==> src/hdl/dsq_pkg.sv <==
`timescale 1ns / 1ps
`default_nettype none

package dsq_pkg;

  // Fixed field widths of the ports
  localparam int RAND_W    = 9;
  localparam int CFG_W     = 9;
  localparam int ROUGH_W   = 8;
  localparam int OUT_W     = 8;
  localparam int CFG_IDX_W = 3;

  // Register indexes on the configuration port
  localparam logic [CFG_IDX_W-1:0] REG_MAP_WIDTH   = 3'd0;
  localparam logic [CFG_IDX_W-1:0] REG_MAP_HEIGHT  = 3'd1;
  localparam logic [CFG_IDX_W-1:0] REG_LEVEL_COUNT = 3'd2;
  localparam logic [CFG_IDX_W-1:0] REG_ROUGHNESS   = 3'd3;

  // Register values after reset
  localparam logic [CFG_W-1:0]   RST_MAP_WIDTH   = 9'd64;
  localparam logic [CFG_W-1:0]   RST_MAP_HEIGHT  = 9'd64;
  localparam logic [CFG_W-1:0]   RST_LEVEL_COUNT = 9'd16;
  localparam logic [ROUGH_W-1:0] RST_ROUGHNESS   = 8'd4;

  // Last of the four neighbour read slots of one point
  localparam logic [1:0] READ_LAST = 2'd3;

  typedef enum logic [1:0] {
    PASS_SEED,
    PASS_SQUARE,
    PASS_DIAMOND
  } pass_e;

  // Walker to datapath: what kind of point comes next
  typedef struct packed {
    pass_e kind;
    logic  map_done;
  } walk_ctl_t;

  // One finished result in the output queue
  typedef struct packed {
    logic [OUT_W-1:0] col;
    logic [OUT_W-1:0] row;
    logic [OUT_W-1:0] level;
    logic             in_map;
    logic             map_done;
  } result_t;

endpackage

`default_nettype wire

==> src/hdl/dsq_walker.sv <==
`timescale 1ns / 1ps
`default_nettype none

module dsq_walker
  import dsq_pkg::*;
#(
  parameter int SIDE_W = 8
) (
  input  logic              clk_i,
  input  logic              rst_ni,
  input  logic              restart_i,
  input  logic              step_i,
  input  logic [SIDE_W-1:0] side_mask_i,
  output logic [SIDE_W-1:0] col_o,
  output logic [SIDE_W-1:0] row_o,
  output logic [SIDE_W-1:0] half_o,
  output walk_ctl_t         ctl_o
);

  pass_e             pass_q, pass_d;
  logic [SIDE_W-1:0] half_step_q, half_step_d;
  logic [SIDE_W-1:0] cur_col_q, cur_col_d;
  logic [SIDE_W-1:0] cur_row_q, cur_row_d;
  logic              dia_half_q, dia_half_d;
  logic [1:0]        seed_cnt_q, seed_cnt_d;

  logic [SIDE_W-1:0] side_half;
  logic [SIDE_W-1:0] half_next;
  logic [SIDE_W:0]   col_step;
  logic [SIDE_W:0]   row_step;
  logic              col_wrap;
  logic              row_wrap;
  logic              done;

  // Step arithmetic shared by all passes
  assign side_half = (side_mask_i >> 1) + SIDE_W'(1);
  assign half_next = half_step_q >> 1;
  assign half_o    = half_next;
  assign col_step  = {1'b0, cur_col_q} + {1'b0, half_step_q};
  assign row_step  = {1'b0, cur_row_q} + {1'b0, half_step_q};
  assign col_wrap  = col_step > {1'b0, side_mask_i};
  assign row_wrap  = row_step > {1'b0, side_mask_i};

  // Walk state register
  always_ff @(posedge clk_i or negedge rst_ni) begin
    if (!rst_ni) begin
      pass_q      <= PASS_SEED;
      half_step_q <= '0;
      cur_col_q   <= '0;
      cur_row_q   <= '0;
      dia_half_q  <= 1'b0;
      seed_cnt_q  <= '0;
    end else if (restart_i) begin
      pass_q      <= PASS_SEED;
      half_step_q <= '0;
      cur_col_q   <= '0;
      cur_row_q   <= '0;
      dia_half_q  <= 1'b0;
      seed_cnt_q  <= '0;
    end else if (step_i) begin
      pass_q      <= pass_d;
      half_step_q <= half_step_d;
      cur_col_q   <= cur_col_d;
      cur_row_q   <= cur_row_d;
      dia_half_q  <= dia_half_d;
      seed_cnt_q  <= seed_cnt_d;
    end
  end

  // Current point and next walk position
  always_comb begin
    pass_d      = pass_q;
    half_step_d = half_step_q;
    cur_col_d   = cur_col_q;
    cur_row_d   = cur_row_q;
    dia_half_d  = dia_half_q;
    seed_cnt_d  = seed_cnt_q;
    col_o       = '0;
    row_o       = '0;
    done        = 1'b0;

    case (pass_q)
      PASS_SEED: begin
        col_o = seed_cnt_q[0] ? side_half : '0;
        row_o = seed_cnt_q[1] ? side_half : '0;
        if (seed_cnt_q == 2'd3) begin
          // smallest grid: the seeds are the whole map
          if (side_mask_i == SIDE_W'(1)) begin
            done = 1'b1;
          end else begin
            pass_d      = PASS_SQUARE;
            half_step_d = side_half;
            cur_col_d   = side_half >> 1;
            cur_row_d   = side_half >> 1;
          end
        end else begin
          seed_cnt_d = seed_cnt_q + 2'd1;
        end
      end
      PASS_SQUARE: begin
        col_o     = cur_col_q;
        row_o     = cur_row_q;
        cur_col_d = col_step[SIDE_W-1:0];
        if (col_wrap) begin
          cur_col_d = half_next;
          cur_row_d = row_step[SIDE_W-1:0];
          if (row_wrap) begin
            pass_d     = PASS_DIAMOND;
            cur_col_d  = '0;
            cur_row_d  = '0;
            dia_half_d = 1'b0;
          end
        end
      end
      PASS_DIAMOND: begin
        if (!dia_half_q) begin
          col_o      = cur_col_q + half_next;
          row_o      = cur_row_q;
          dia_half_d = 1'b1;
        end else begin
          col_o      = cur_col_q;
          row_o      = cur_row_q + half_next;
          dia_half_d = 1'b0;
          cur_col_d  = col_step[SIDE_W-1:0];
          if (col_wrap) begin
            cur_col_d = '0;
            cur_row_d = row_step[SIDE_W-1:0];
            if (row_wrap) begin
              half_step_d = half_next;
              if (half_next < SIDE_W'(2)) begin
                done = 1'b1;
              end else begin
                pass_d    = PASS_SQUARE;
                cur_col_d = half_next >> 1;
                cur_row_d = half_next >> 1;
              end
            end
          end
        end
      end
      default: begin
        pass_d = PASS_SEED;
      end
    endcase

    // final point: the next request opens a new map
    if (done) begin
      pass_d      = PASS_SEED;
      half_step_d = '0;
      cur_col_d   = '0;
      cur_row_d   = '0;
      dia_half_d  = 1'b0;
      seed_cnt_d  = '0;
    end
  end

  assign ctl_o.kind     = pass_q;
  assign ctl_o.map_done = done;

endmodule

`default_nettype wire

==> config.mk <==
export PLATFORM = sky130hd
export DESIGN_NAME = dsq_walker
export DESIGN_NICKNAME = d
export VERILOG_FILES = /design/src/hdl/dsq_pkg.sv /design/src/hdl/dsq_walker.sv
export SDC_FILE = /design/constraint.sdc
export NUM_CORES = 1
export LEC_CHECK = 0
export BUFFER_PORTS_ARGS = -buffer_cell sky130_fd_sc_hd__buf_4
export CAP_MARGIN = 10
export CORE_ASPECT_RATIO = 1.4
export CORE_UTILIZATION = 50
export DETAILED_ROUTE_END_ITERATION = 12
export GPL_ROUTABILITY_DRIVEN = 1
export PLACE_DENSITY = 0.72
export SYNTH_ARGS = -nofsm -noshare
export SYNTH_HDL_FRONTEND = slang
export SYNTH_SLANG_ARGS = --single-unit
export TNS_END_PERCENT = 20
==> constraint.sdc <==
create_clock -name clk_i -period 3.9 [get_ports clk_i]
set_clock_uncertainty 0.15 [all_clocks]
set_input_delay 0.78 -clock clk_i [delete_from_list [all_inputs] [get_ports clk_i]]
set_output_delay 0.78 -clock clk_i [all_outputs]
set_load 0.03 [all_outputs]
==> results.cfg <==
[outcome]
status = complete, but fails checks
violations = setup timing

[pwr]
switching_share = 0.522
ir_drop_uv = 655
p_leak_nw = 2.51
p_sw_w = 0.00237
p_seq_frac = 0.121
clkPwrFrac = 0.058
intPower_w = 0.00217
pwr-share-comb = 0.821
p_per_area_nw_per_um2 = 870

[global_routing]
grt_use_total = 0.362
grt_pass1_vias = 4389
antenna_found_initial = 0
overflow = 0
grt_pass1_wl_mm = 22.5
grt_max_degree = 30

[timing]
period_share = 1.11
rsz0062_at_grt = true
final-setup-viol-count = 29
maxSlewViolCount = 0
final.setup.tns_ns = -5.59
hold_violations = 0
setup_slack_ns = -0.419
max-slew-margin-rel = 0.552
max_freq_mhz = 232
tightestPinTransition_ns = 0.672
period_minus_slack_ns = 4.32

[setup_path]
critPathCaptureType = output port
required_ns = 2.97
arrival_ns = 3.39
reg2regPathDepth = 19
critPathLaunchType = flip-flop
crit_type = flip-flop to output port
critPathMaxFanout = 3

[placement]
dp_slack_ns = -0.338
port_buffers = 37
dp_hpwl_mm = 11.1
placedInstanceArea_um2 = 4810
routabilityCongestion = 0.970

[detailed_routing]
drc_errors = 0
detail-route-antenna-nets = 0
wl_met3_mm = 1.22
drt_wl_total_mm = 14.7
vias = 4503
firstDrtPassIters = 6
top_layer = met4
vias_per_cell = 6.51
met2_length_mm = 7.05
post_drt_wl_per_cell_um = 21.2
wl_met1_mm = 5.21
dr.first_iter.drc_count = 436

[die]
fp.coreArea_um2 = 7500
die_h_um = 107
rows = 37
die_x_um = 77.0
die_area_um2 = 8250
initial_core_util = 0.526
top_level_ports = 39

[yosys]
synth.avg_cell_area_um2 = 8.10
synthesis.area_um2 = 3940
synth-edff-count = 0
synth_top_flop_cell = dfrtp_1
yosysSeqAreaShare = 0.184
async_flop_share = 1.00
ys_ff_latch = 29
synth_cell_type_count = 71
synthesis.nets = 557
synthCells = 487
yosys_warnings = 0

[cells_and_area]
drive_gt1_frac = 0.324
nNetsFinal = 664
area_growth_pct = 32.2
diodes = 0
layout.cell_area.non_filler_um2 = 5210

[hold_path]
hp-class = input pin to async pin

[clocking]
clock-sinks = 29
cts.clk_slew.worst_paths_ns = 0.07
root_buffer = clkbuf_8
clock_latency_ns = 0.30
cts_tree = built
numCtsBuffers = 5
htree_levels = 2
clock_path_buffers = 2

[flow_run]
cap_violations = 0
-- layout by cell type (no fill, tap or decap), types with 4 or more instances in the layout --
| cell | netlist | layout |
|---|---|---|
| a31oi_1 | 5 | 5 |
| dfrtp_1 | 29 | 27 |
| o31ai_2 | 1 | 4 |
| a221oi_1 | 13 | 13 |
| o22ai_1 | 4 | 4 |
| buf_4 | 9 | 117 |
| o21a_1 | 5 | 5 |
| nor2b_1 | 9 | 6 |
| inv_1 | 38 | 35 |
| a222oi_1 | 7 | 7 |
| clkbuf_8 | 0 | 5 |
| o21ai_1 | 1 | 10 |
| nor3_1 | 7 | 6 |
| nor2_1 | 37 | 35 |
| o31ai_1 | 17 | 12 |
| xor2_1 | 4 | 4 |
| mux2_4 | 0 | 7 |
| and2_1 | 4 | 4 |
| a22oi_1 | 6 | 6 |
| mux2_2 | 10 | 4 |
| nand2_1 | 39 | 39 |
| o21ai_0 | 26 | 16 |
| ha_1 | 54 | 48 |
| a21o_1 | 10 | 10 |
| buf_6 | 0 | 7 |
| nand3_1 | 11 | 11 |
| o21bai_1 | 4 | 4 |
| nand2b_1 | 6 | 6 |
| a21oi_1 | 33 | 30 |
| xnor2_1 | 16 | 14 |
-- Yosys cell counts (3+ instances only) --
cell type	number	area (um2)
a222oi_1	7	70.1
xnor2_1	16	140
nor2b_1	9	56.3
or3_1	3	18.8
a21oi_1	33	165
fa_1	4	80.1
nand2b_1	6	37.5
buf_4	9	67.6
dfrtp_1	29	726
and3_1	5	31.3
nor3_1	7	35.0
nand2_1	39	146
o31ai_1	17	128
o21bai_1	4	30.0
and2_1	4	25.0
xor2_1	4	35.0
ha_1	54	676
nand3_1	11	55.1
nor2_1	37	139
o211ai_1	3	22.5
a211oi_1	3	22.5
o21a_1	5	37.5
a21o_1	10	75.1
a31oi_1	5	31.3
a22oi_1	6	45.0
nand4_1	3	18.8
mux2i_1	3	30.0
clkbuf_1	10	37.5
o21ai_0	26	130
a221oi_1	13	114
mux2_2	10	113
buf_2	3	15.0
inv_1	38	143
o22ai_1	4	25.0
-- critical path, cell delays in order, from the launching register on --
cell and delay (ns):
dfrtp_1 0.39, ha_2 0.21, inv_2 0.04, fa_2 0.39, nor2b_2 0.15, o31a_1 0.16
o21a_1 0.16, nor2_2 0.05, xnor2_2 0.15, ha_1 0.30, and3_4 0.19, or3b_4 0.38
o211a_4 0.16, nor2_4 0.13, o31ai_4 0.07, buf_6 0.15
-- per-stage QoR --
stage	cells	util	hold WS (ns)	power (W)
finish	692	0.695	0.262	0.00453
global route	692	0.695	0.286	0.00481
CTS	685	0.670	0.268	0.00422
detailed placement	671	0.642	0.369	0.00381
global placement	671	0.642	0.365	0.00372
floorplan	487	-	0.334	0.00263
-- state kept, by name, indices dropped and copies added (netlist names) --
register and count:
cur_col_q 8, cur_row_q 8, half_step_q 8, pass_q 2, seed_cnt_q 2, dia_half_q 1
-- repair_timing --
item	in CTS	in global routing
hold buffers	0	0
resized for setup	27	34
setup endpoints to repair	29	32
setup buffers	7	7
pin swaps	19	23
endpoints found under the hold margin	0	0
-- path summary, 6_finish.rpt --
check                               start              to  slack (ns)
min in group clk_i           cur_row_q[1]    cur_row_q[1]        0.38
setup reg to reg           half_step_q[0]  half_step_q[6]       -0.31
max in group asynchronous          rst_ni  half_step_q[1]        3.00
setup / recovery           half_step_q[0]        ctl_o[0]       -0.42
hold reg to reg              cur_row_q[1]    cur_row_q[1]        0.38
hold / removal                     rst_ni       pass_q[1]        0.26
-- area by class of cell --
cell class                 instances  area, um2
clock buffer                       5       68.8
timing repair buffer             124        957
tap                               97        121
sequential                        29        728
fill                             630       2290
clock inverter                     3       17.5
inverter                          40        150
multi-input combinational        394       3170
-- power groups by stage --
stage	combinational, W	sequential (W)	clock (W)
3_3_place_gp	0.00318	0.000537	0
2_1_floorplan	0.00207	0.000561	0
6_report	0.00372	0.000549	0.000264
4_1_cts	0.00342	0.000535	0.000265
3_5_place_dp	0.00326	0.000542	0
5_1_grt	0.00398	0.000555	0.000277
-- kinds of logic after synthesis --
family | after synthesis | synth area share
xor+xnor | 20 | 0.0444
other cells | 1 | 0.000951
mux | 14 | 0.0390
fa+ha+maj | 58 | 0.192
simple gates | 138 | 0.174
compound gates | 163 | 0.295
buf+inv | 64 | 0.0708
flops | 29 | 0.184
-- metal layers --
metal	vias up	GRT usage
li1	2024	-
met1	2120	0.404
met2	269	0.603
met3	90	0.0545
met4	0	0.307
met5	-	0
Note: power is estimated with default switching activity, not from simulation.
